$ cat src/qau_pkg.sv
package qau_pkg;

    localparam int DATA_WIDTH = 32;
    localparam int FRAC_BITS  = 24;
    localparam int TOL_WIDTH  = 24;
    localparam int PROD_W     = 2 * DATA_WIDTH;
    localparam int SUM_W      = PROD_W - FRAC_BITS + 2;
    localparam int FIFO_DEPTH = 4;
    localparam int FIFO_AW    = $clog2(FIFO_DEPTH);

    localparam logic [TOL_WIDTH-1:0] TOL_RESET = TOL_WIDTH'(1);

    localparam logic signed [SUM_W-1:0] SUM_MAX =
        {{(SUM_W-DATA_WIDTH+1){1'b0}}, {(DATA_WIDTH-1){1'b1}}};
    localparam logic signed [SUM_W-1:0] SUM_MIN =
        {{(SUM_W-DATA_WIDTH+1){1'b1}}, {(DATA_WIDTH-1){1'b0}}};

    localparam logic [1:0] STATUS_OK   = 2'd0;
    localparam logic [1:0] STATUS_SAT  = 2'd1;
    localparam logic [1:0] STATUS_ZERO = 2'd2;

    typedef enum logic [2:0] {
        OP_ADD,
        OP_MUL,
        OP_SCALE,
        OP_CONJ,
        OP_NORM,
        OP_NORMALIZE,
        OP_INVERSE,
        OP_ROTATE
    } op_t;

    typedef logic [3:0][DATA_WIDTH-1:0] quat_t;
    typedef logic [3:0][DATA_WIDTH:0]   wquat_t;

    typedef struct packed {
        op_t    op;
        quat_t  a;
        quat_t  b;
        wquat_t t;
        quat_t  m;
    } entry_t;

    typedef struct packed {
        logic [DATA_WIDTH-1:0] val;
        logic                  ovf;
    } sat_t;

    function automatic sat_t saturate(input logic signed [SUM_W-1:0] v);
        sat_t res;
        res.ovf = 1'b0;
        res.val = v[DATA_WIDTH-1:0];
        if (v > SUM_MAX)
        begin
            res.ovf = 1'b1;
            res.val = {1'b0, {(DATA_WIDTH-1){1'b1}}};
        end
        else if (v < SUM_MIN)
        begin
            res.ovf = 1'b1;
            res.val = {1'b1, {(DATA_WIDTH-1){1'b0}}};
        end
        return res;
    endfunction

    function automatic logic signed [SUM_W-1:0] sx(input logic [DATA_WIDTH-1:0] x);
        return {{(SUM_W-DATA_WIDTH){x[DATA_WIDTH-1]}}, x};
    endfunction

    function automatic logic signed [SUM_W-1:0] sxw(input logic [DATA_WIDTH:0] x);
        return {{(SUM_W-DATA_WIDTH-1){x[DATA_WIDTH]}}, x};
    endfunction

endpackage

$ cat src/qau_if.sv
interface qau_cmd_if import qau_pkg::*; ();
    logic                         valid;
    logic                         ready;
    logic [2:0]                   operation;
    logic signed [DATA_WIDTH-1:0] a_w;
    logic signed [DATA_WIDTH-1:0] a_x;
    logic signed [DATA_WIDTH-1:0] a_y;
    logic signed [DATA_WIDTH-1:0] a_z;
    logic signed [DATA_WIDTH-1:0] b_w;
    logic signed [DATA_WIDTH-1:0] b_x;
    logic signed [DATA_WIDTH-1:0] b_y;
    logic signed [DATA_WIDTH-1:0] b_z;

    modport source (output valid, operation, a_w, a_x, a_y, a_z, b_w, b_x, b_y, b_z,
                    input ready);
    modport sink (input valid, operation, a_w, a_x, a_y, a_z, b_w, b_x, b_y, b_z,
                  output ready);
endinterface


$ cat src/qau_front.sv
module qau_front import qau_pkg::*;
(
    input  logic     clk,
    input  logic     rst_n,
    qau_cmd_if.sink  cmd,
    output logic     push_valid,
    input  logic     push_ready,
    output entry_t   push_entry
);

    logic   valid_reg;
    logic   valid_next;
    entry_t entry_reg;
    entry_t entry_next;
    logic   take;

    assign cmd.ready  = !valid_reg || push_ready;
    assign take       = cmd.valid && cmd.ready;
    assign push_valid = valid_reg;
    assign push_entry = entry_reg;

    // conjugate ahead of the norm for inverse and rotate, magnitudes for the squares
    always_comb
    begin
        logic                  neg;
        logic [DATA_WIDTH:0]   tx;
        logic [DATA_WIDTH:0]   tn;
        entry_next.op = op_t'(cmd.operation);
        entry_next.a  = {cmd.a_z, cmd.a_y, cmd.a_x, cmd.a_w};
        entry_next.b  = {cmd.b_z, cmd.b_y, cmd.b_x, cmd.b_w};
        neg = entry_next.op inside {OP_INVERSE, OP_ROTATE};
        for (int i = 0; i < 4; i++)
        begin
            tx = {entry_next.a[i][DATA_WIDTH-1], entry_next.a[i]};
            entry_next.t[i] = (neg && i != 0) ? -tx : tx;
            tn = -entry_next.t[i];
            entry_next.m[i] = entry_next.t[i][DATA_WIDTH] ? tn[DATA_WIDTH-1:0]
                                                          : entry_next.t[i][DATA_WIDTH-1:0];
        end
    end

    always_comb
    begin
        valid_next = valid_reg;
        if (take)
        begin
            valid_next = 1'b1;
        end
        else if (push_ready)
        begin
            valid_next = 1'b0;
        end
    end

    always_ff @(posedge clk or negedge rst_n)
    begin
        if (!rst_n)
        begin
            valid_reg <= 1'b0;
        end
        else
        begin
            valid_reg <= valid_next;
        end
    end

    always_ff @(posedge clk)
    begin
        if (take)
        begin
            entry_reg <= entry_next;
        end
    end

endmodule

$ cat src/flat_wrapper.sv
// flat-port wrapper written by rule: the top's interface ports become plain ports
module qau_front_flat import qau_pkg::*;
  (clk, rst_n, push_valid, push_ready, push_entry, cmd_valid, cmd_operation, cmd_a_w, cmd_a_x, cmd_a_y, cmd_a_z, cmd_b_w, cmd_b_x, cmd_b_y, cmd_b_z, cmd_ready);
  qau_cmd_if cmd_i ();
  input  logic clk;
  input  logic rst_n;
  output logic push_valid;
  input  logic push_ready;
  output entry_t push_entry;
  input wire logic [$bits(cmd_i.valid)-1:0] cmd_valid;
  input wire logic [$bits(cmd_i.operation)-1:0] cmd_operation;
  input wire logic [$bits(cmd_i.a_w)-1:0] cmd_a_w;
  input wire logic [$bits(cmd_i.a_x)-1:0] cmd_a_x;
  input wire logic [$bits(cmd_i.a_y)-1:0] cmd_a_y;
  input wire logic [$bits(cmd_i.a_z)-1:0] cmd_a_z;
  input wire logic [$bits(cmd_i.b_w)-1:0] cmd_b_w;
  input wire logic [$bits(cmd_i.b_x)-1:0] cmd_b_x;
  input wire logic [$bits(cmd_i.b_y)-1:0] cmd_b_y;
  input wire logic [$bits(cmd_i.b_z)-1:0] cmd_b_z;
  output wire logic [$bits(cmd_i.ready)-1:0] cmd_ready;
  assign cmd_i.valid = cmd_valid;
  assign cmd_i.operation = cmd_operation;
  assign cmd_i.a_w = cmd_a_w;
  assign cmd_i.a_x = cmd_a_x;
  assign cmd_i.a_y = cmd_a_y;
  assign cmd_i.a_z = cmd_a_z;
  assign cmd_i.b_w = cmd_b_w;
  assign cmd_i.b_x = cmd_b_x;
  assign cmd_i.b_y = cmd_b_y;
  assign cmd_i.b_z = cmd_b_z;
  assign cmd_ready = cmd_i.ready;
  qau_front u_core (.clk(clk), .rst_n(rst_n), .cmd(cmd_i), .push_valid(push_valid), .push_ready(push_ready), .push_entry(push_entry));
endmodule
$ cat config.mk
export PLATFORM = sky130hd
export DESIGN_NAME = qau_front_flat
export DESIGN_NICKNAME = d
export VERILOG_FILES = /design/src/qau_pkg.sv /design/src/qau_if.sv /design/src/qau_front.sv /design/src/flat_wrapper.sv
export SDC_FILE = /design/constraint.sdc
export NUM_CORES = 1
export LEC_CHECK = 0
export ABC_AREA = 1
export CAP_MARGIN = 40
export CORE_AREA = 4 4 301 303
export DETAILED_ROUTE_END_ITERATION = 8
export DIE_AREA = 0 0 305 307
export DONT_BUFFER_PORTS = 1
export GPL_TIMING_DRIVEN = 0
export PLACE_DENSITY = 0.41
export SLEW_MARGIN = 20
export SYNTH_ARGS = -nofsm -noshare
export SYNTH_HDL_FRONTEND = slang
export SYNTH_SLANG_ARGS = --single-unit
$ cat constraint.sdc
create_clock -name clk -period 59.2 [get_ports clk]
set_input_delay 5.92 -clock clk [delete_from_list [all_inputs] [get_ports clk]]
set_output_delay 5.92 -clock clk [all_outputs]
set_load 0.01 [all_outputs]
After elaboration in Yosys (flattened, before gate mapping)
Cells that the tools add are included.

word-level totals
  flip-flop bits (word level) = 519
  bits of input ports = 263
  output and inout port bits = 521
  logic and storage cells = 42

cells by class
  $add $sub $neg = 7
  equality and inequality tests = 2
  multiplexer cells = 9
  reductions and logical operators = 5

operator list
  kind                  count
  $neg A32 Y32          4
  $mux W33              3
  $neg A33 Y33          3
  $mux W32              3
  $mux W31              1
  $eq A3 B3 Y1 const B  2
  $reduce_bool A2 Y1    2
  $mux W1               2
  $logic_and A1 B1 Y1   1
  $logic_not A1 Y1      1
  $logic_or A1 B1 Y1    1

Logic depth before layout (Yosys ltp)
  word-level depth = 5
  depth in mapped cells = 20
  depth with buffers taken out = 20

Least setup slack after synthesis
No wires, ideal clock.

  path kind = input -> register
  start = input port cmd_valid
  end = register u_core.entry_reg, in the netlist u_core.push_entry[0] (enable)
  setup time = 1,482 ps
  data arrival time = 28,887 ps
  required time = 57,718 ps
  setup slack = 28,831 ps
  stages = 2
  buffers on the path = 0
  cells stage by stage = inv_1 > a21oi_1

on the way
  word-level cells in the longest chain between the ends = 1

RTL lines
  item                  line                RTL
  start, declared       flat_wrapper.sv:10  input wire logic [$bits(cmd_i.valid)-1:0] cmd_valid;
  $logic_and A1 B1 Y1   qau_front.sv:18     assign take = cmd.valid && cmd.ready;
  via u_core.take       qau_front.sv:15     logic take;
  end signal, assigned  qau_front.sv:71     entry_reg <= entry_next;
  end, declared         qau_front.sv:13     entry_t entry_reg;

The timed path passes the listed nets, and every way through them passes these cells.
A chain may end at the register's enable or synchronous reset.

Final worst setup path
  start = input port push_ready
  end = output port cmd_ready

on the way
  word-level cells in the longest chain between the ends = 1

RTL lines
  item                line                RTL
  start, declared     flat_wrapper.sv:8   input logic push_ready;
  $logic_or A1 B1 Y1  qau_front.sv:17     assign cmd.ready = !valid_reg || push_ready;
  end, declared       flat_wrapper.sv:20  output wire logic [$bits(cmd_i.ready)-1:0] cmd_ready;

No other way between the ends.

==> metrics.txt <==
maximum vdd ir drop 0.02309 mV; DR vias/cell 4.534; std cell rows 109; largest net degree at the start of global routing 29; 1st-iter DRT viols 958; Worst R2R End u_core.push_entry[373]$_DFFE_PP_; critical path cell sequence inv_1 > nand2_1; Synth Area per Inst 11.04 um2; post-synth design cell area 0.02171 mm2; Worst Slack Setup Final 47.15 ns; Post-Route WL roughly 85000 um; LEAKAGE 0.009588 uW; largest buffer count on any clock path 3; Global Route Usage Sum 17.18%; Final Skew a little under 0.01 ns; Worst Hold Class flop to flop; ANT cells 0; Clock H-tree levels 2; vias in the first global route approximately 15000; Setup TNS 0 ns; Pwr Total about 840 uW; Non-Filler Instances 3259; Layout area overhead 17.90%; crit path max fanout 2; final setup violation count 0; CTS Hold Bufs 0; Final min period 12.05 ns; Die Y 307 um; slowest stage delay, CP around 0.12 ns; pre-CTS setup slack 47.14 ns; CP endpoint cmd_ready; first-pass GRT wire length 115600 um; Slowest cell on crit path nand2_1; Startpoint Class input port; WP depth 2; I/O pin count ~780; drt wl/cell roughly 26 um; maxcap violations 0; remaining global-route overflow 0; fin. max-slew vios 0; port bufs 0; RSZ-0062 raised after global routing no; Num CTS Buffers 55; share of cells above drive strength 1 around an eighth; CP bufs+invs 1; clock transition at the registers of the reported paths 0.05 ns; Final nets around 2300; run status complete, no violations; PostCTS Resize Cnt 0; Worst EP required 53.28 ns; FILL cells roughly 9000; Die Footprint 0.09364 mm2; routability cong. 0.8475; hpwl dp between 60000 and 70000 um; vias 14775; overall die width about 310 um; Register-to-Register Path Depth 10; Critical Path Sink Type primary output; clk sinks 480; initial antenna violation count 5; #FFs+latches synth 480; initial core utilization ~25%; Cells after Synth 1966; core footprint 0.08797 mm2; cell family with most CP delay simple AND/OR/NAND/NOR gates; relative max-transition margin 64.98%; cell area power density approximately 33 mW/mm2; # DRC 0; critical path type input port to primary output; Hold WS between 0.7 and 0.8 ns; Worst-Skew Late Latency around 0.63 ns; final hold vios 0; post-synthesis cell type count between 40 and 50; CTS tree yes; Worst EP arrival 6.13 ns; Worst Setup SP push_ready; DR pass1 iterations 4; yosys warns 0; Final ANT Viol Nets 0; fin crit share 20.35%; sequential area share after synthesis between 60% and 70%; reg2reg start u_core.push_valid$_DFFE_PN0P_; Max Fclk between 0.08 and 0.09 GHz; Worst Tran Pin Value 0.5253 ns; reg2reg setup slack 56.35 ns; CTS root buf clkbuf_16; post-synthesis net count 2236; dpl cells 3156; # Post-CTS Setup Buffers 0
-- synthesized netlist by cell type (all sizes together) --
| cell | instances | area (um2) |
|---|---|---|
| a21oi | 11 | 55.05 |
| nand3 | 148 | 775.8 |
| or2 | 2 | 12.51 |
| o21bai | 1 | 7.510 |
| a31oi | 2 | 12.51 |
| a21o | 2 | 15.01 |
| xnor2 | 33 | 289.0 |
| ha | 7 | 87.58 |
| a31o | 1 | 8.760 |
| nand2 | 540 | 2125 |
| edfxtp | 479 | 14380 |
| nor2 | 264 | 1114 |
| o211ai | 9 | 72.57 |
| and2 | 2 | 12.51 |
| o21ai | 56 | 306.5 |
| nand3b | 22 | 165.2 |
| buf | 63 | 496.7 |
| dfrtp | 1 | 25.02 |
| nand4 | 39 | 244.0 |
| nor3 | 17 | 95.09 |
| clkbuf | 3 | 11.26 |
| inv | 183 | 686.9 |
| o31ai | 5 | 37.54 |
| o41ai | 3 | 26.28 |
| clkinv | 3 | 23.78 |
| xor2 | 70 | 620.6 |
-- registers in the layout, indices dropped and copies added, names as in the netlist --
name               count
u_core.push_entry    479
u_core.push_valid      1
-- cell families (layout without fill, tap and decap cells) --
family / after synthesis / after routing / synth area share [%]
AND/OR/NAND/NOR: 1034 / 1034 / 20.93
AO/OA/AOI/OAI: 90 / 90 / 2.496
XOR/XNOR: 103 / 103 / 4.190
adder cells (fa/ha/maj): 7 / 7 / 0.4034
buffers and inverters: 252 / 380 / 5.614
flip-flops: 480 / 480 / 66.37
-- how the worst min path moves through the flow --
stage / slack, ns / cells after the start / startpoint / end
floorplan: 0.61 / 2 / u_core.push_valid$_DFFE_PN0P_ / u_core.push_valid$_DFFE_PN0P_
global placement: 0.66 / 2 / u_core.push_valid$_DFFE_PN0P_ / u_core.push_valid$_DFFE_PN0P_
detailed placement: 0.73 / 2 / u_core.push_valid$_DFFE_PN0P_ / u_core.push_valid$_DFFE_PN0P_
CTS: 0.74 / 2 / u_core.push_valid$_DFFE_PN0P_ / u_core.push_valid$_DFFE_PN0P_
global route: 0.78 / 2 / u_core.push_valid$_DFFE_PN0P_ / u_core.push_valid$_DFFE_PN0P_
finish: 0.73 / 2 / u_core.push_valid$_DFFE_PN0P_ / u_core.push_valid$_DFFE_PN0P_
-- metrics by stage --
| stage | util (%) | area [um2] |
|---|---|---|
| 3_5_place_dp | 27.10 | 23840 |
| 6_report | 29.10 | 25600 |
| 4_1_cts | 29.10 | 25600 |
| 3_3_place_gp | 26.34 | 23170 |
| 5_1_grt | 29.10 | 25600 |
| 2_1_floorplan | - | 21710 |
-- routing by layer --
layer | up-vias | GRT usage [%] | share of wire [%]
met4 | 2 | 3.516 | 1.8
met5 | - | 0 | 0.011
met1 | 7234 | 17.69 | 35
met3 | 88 | 6.963 | 9.6
li1 | 6806 | - | -
met2 | 645 | 32.71 | 54
-- worst min-delay path, stage by stage (launching register included) --
cell and delay (ns):
dfrtp_1 0.46, nand2_1 0.17, nand2_1 0.06
-- cell type report --
| type | count | area [um2] | area share, % |
|---|---|---|---|
| plain buffers | 66 | 508.0 | 1.985 |
| clock buffers | 60 | 1395 | 5.450 |
| clock inverters | 43 | 359.1 | 1.403 |
| inverters | 186 | 710.7 | 2.777 |
| multi-input cells | 1234 | 6093 | 23.81 |
| flip-flops and latches | 480 | 14410 | 56.29 |
| well taps | 1165 | 1458 | 5.695 |
| repair buffers | 25 | 663.1 | 2.591 |
-- power breakdown --
part / internal [uW] / switching (uW) / leakage, uW
sequential: 406 / 26.1 / 0.00458
clock: 185 / 145 / 0.000842
combinational: 25.9 / 54.1 / 0.00416
total: 617 / 225 / 0.00959
-- placed cells by master (no fill, tap or decap), types with 33 or more instances in the layout --
master     count
nand2_1      507
edfxtp_1     479
nor2_1       237
nand4_1       39
buf_4         42
clkbuf_16     55
inv_1        170
xnor2_1       33
xor2_1        69
o21ai_0       35
nand3_1      141
Note: power is estimated with default switching activity, not from simulation.
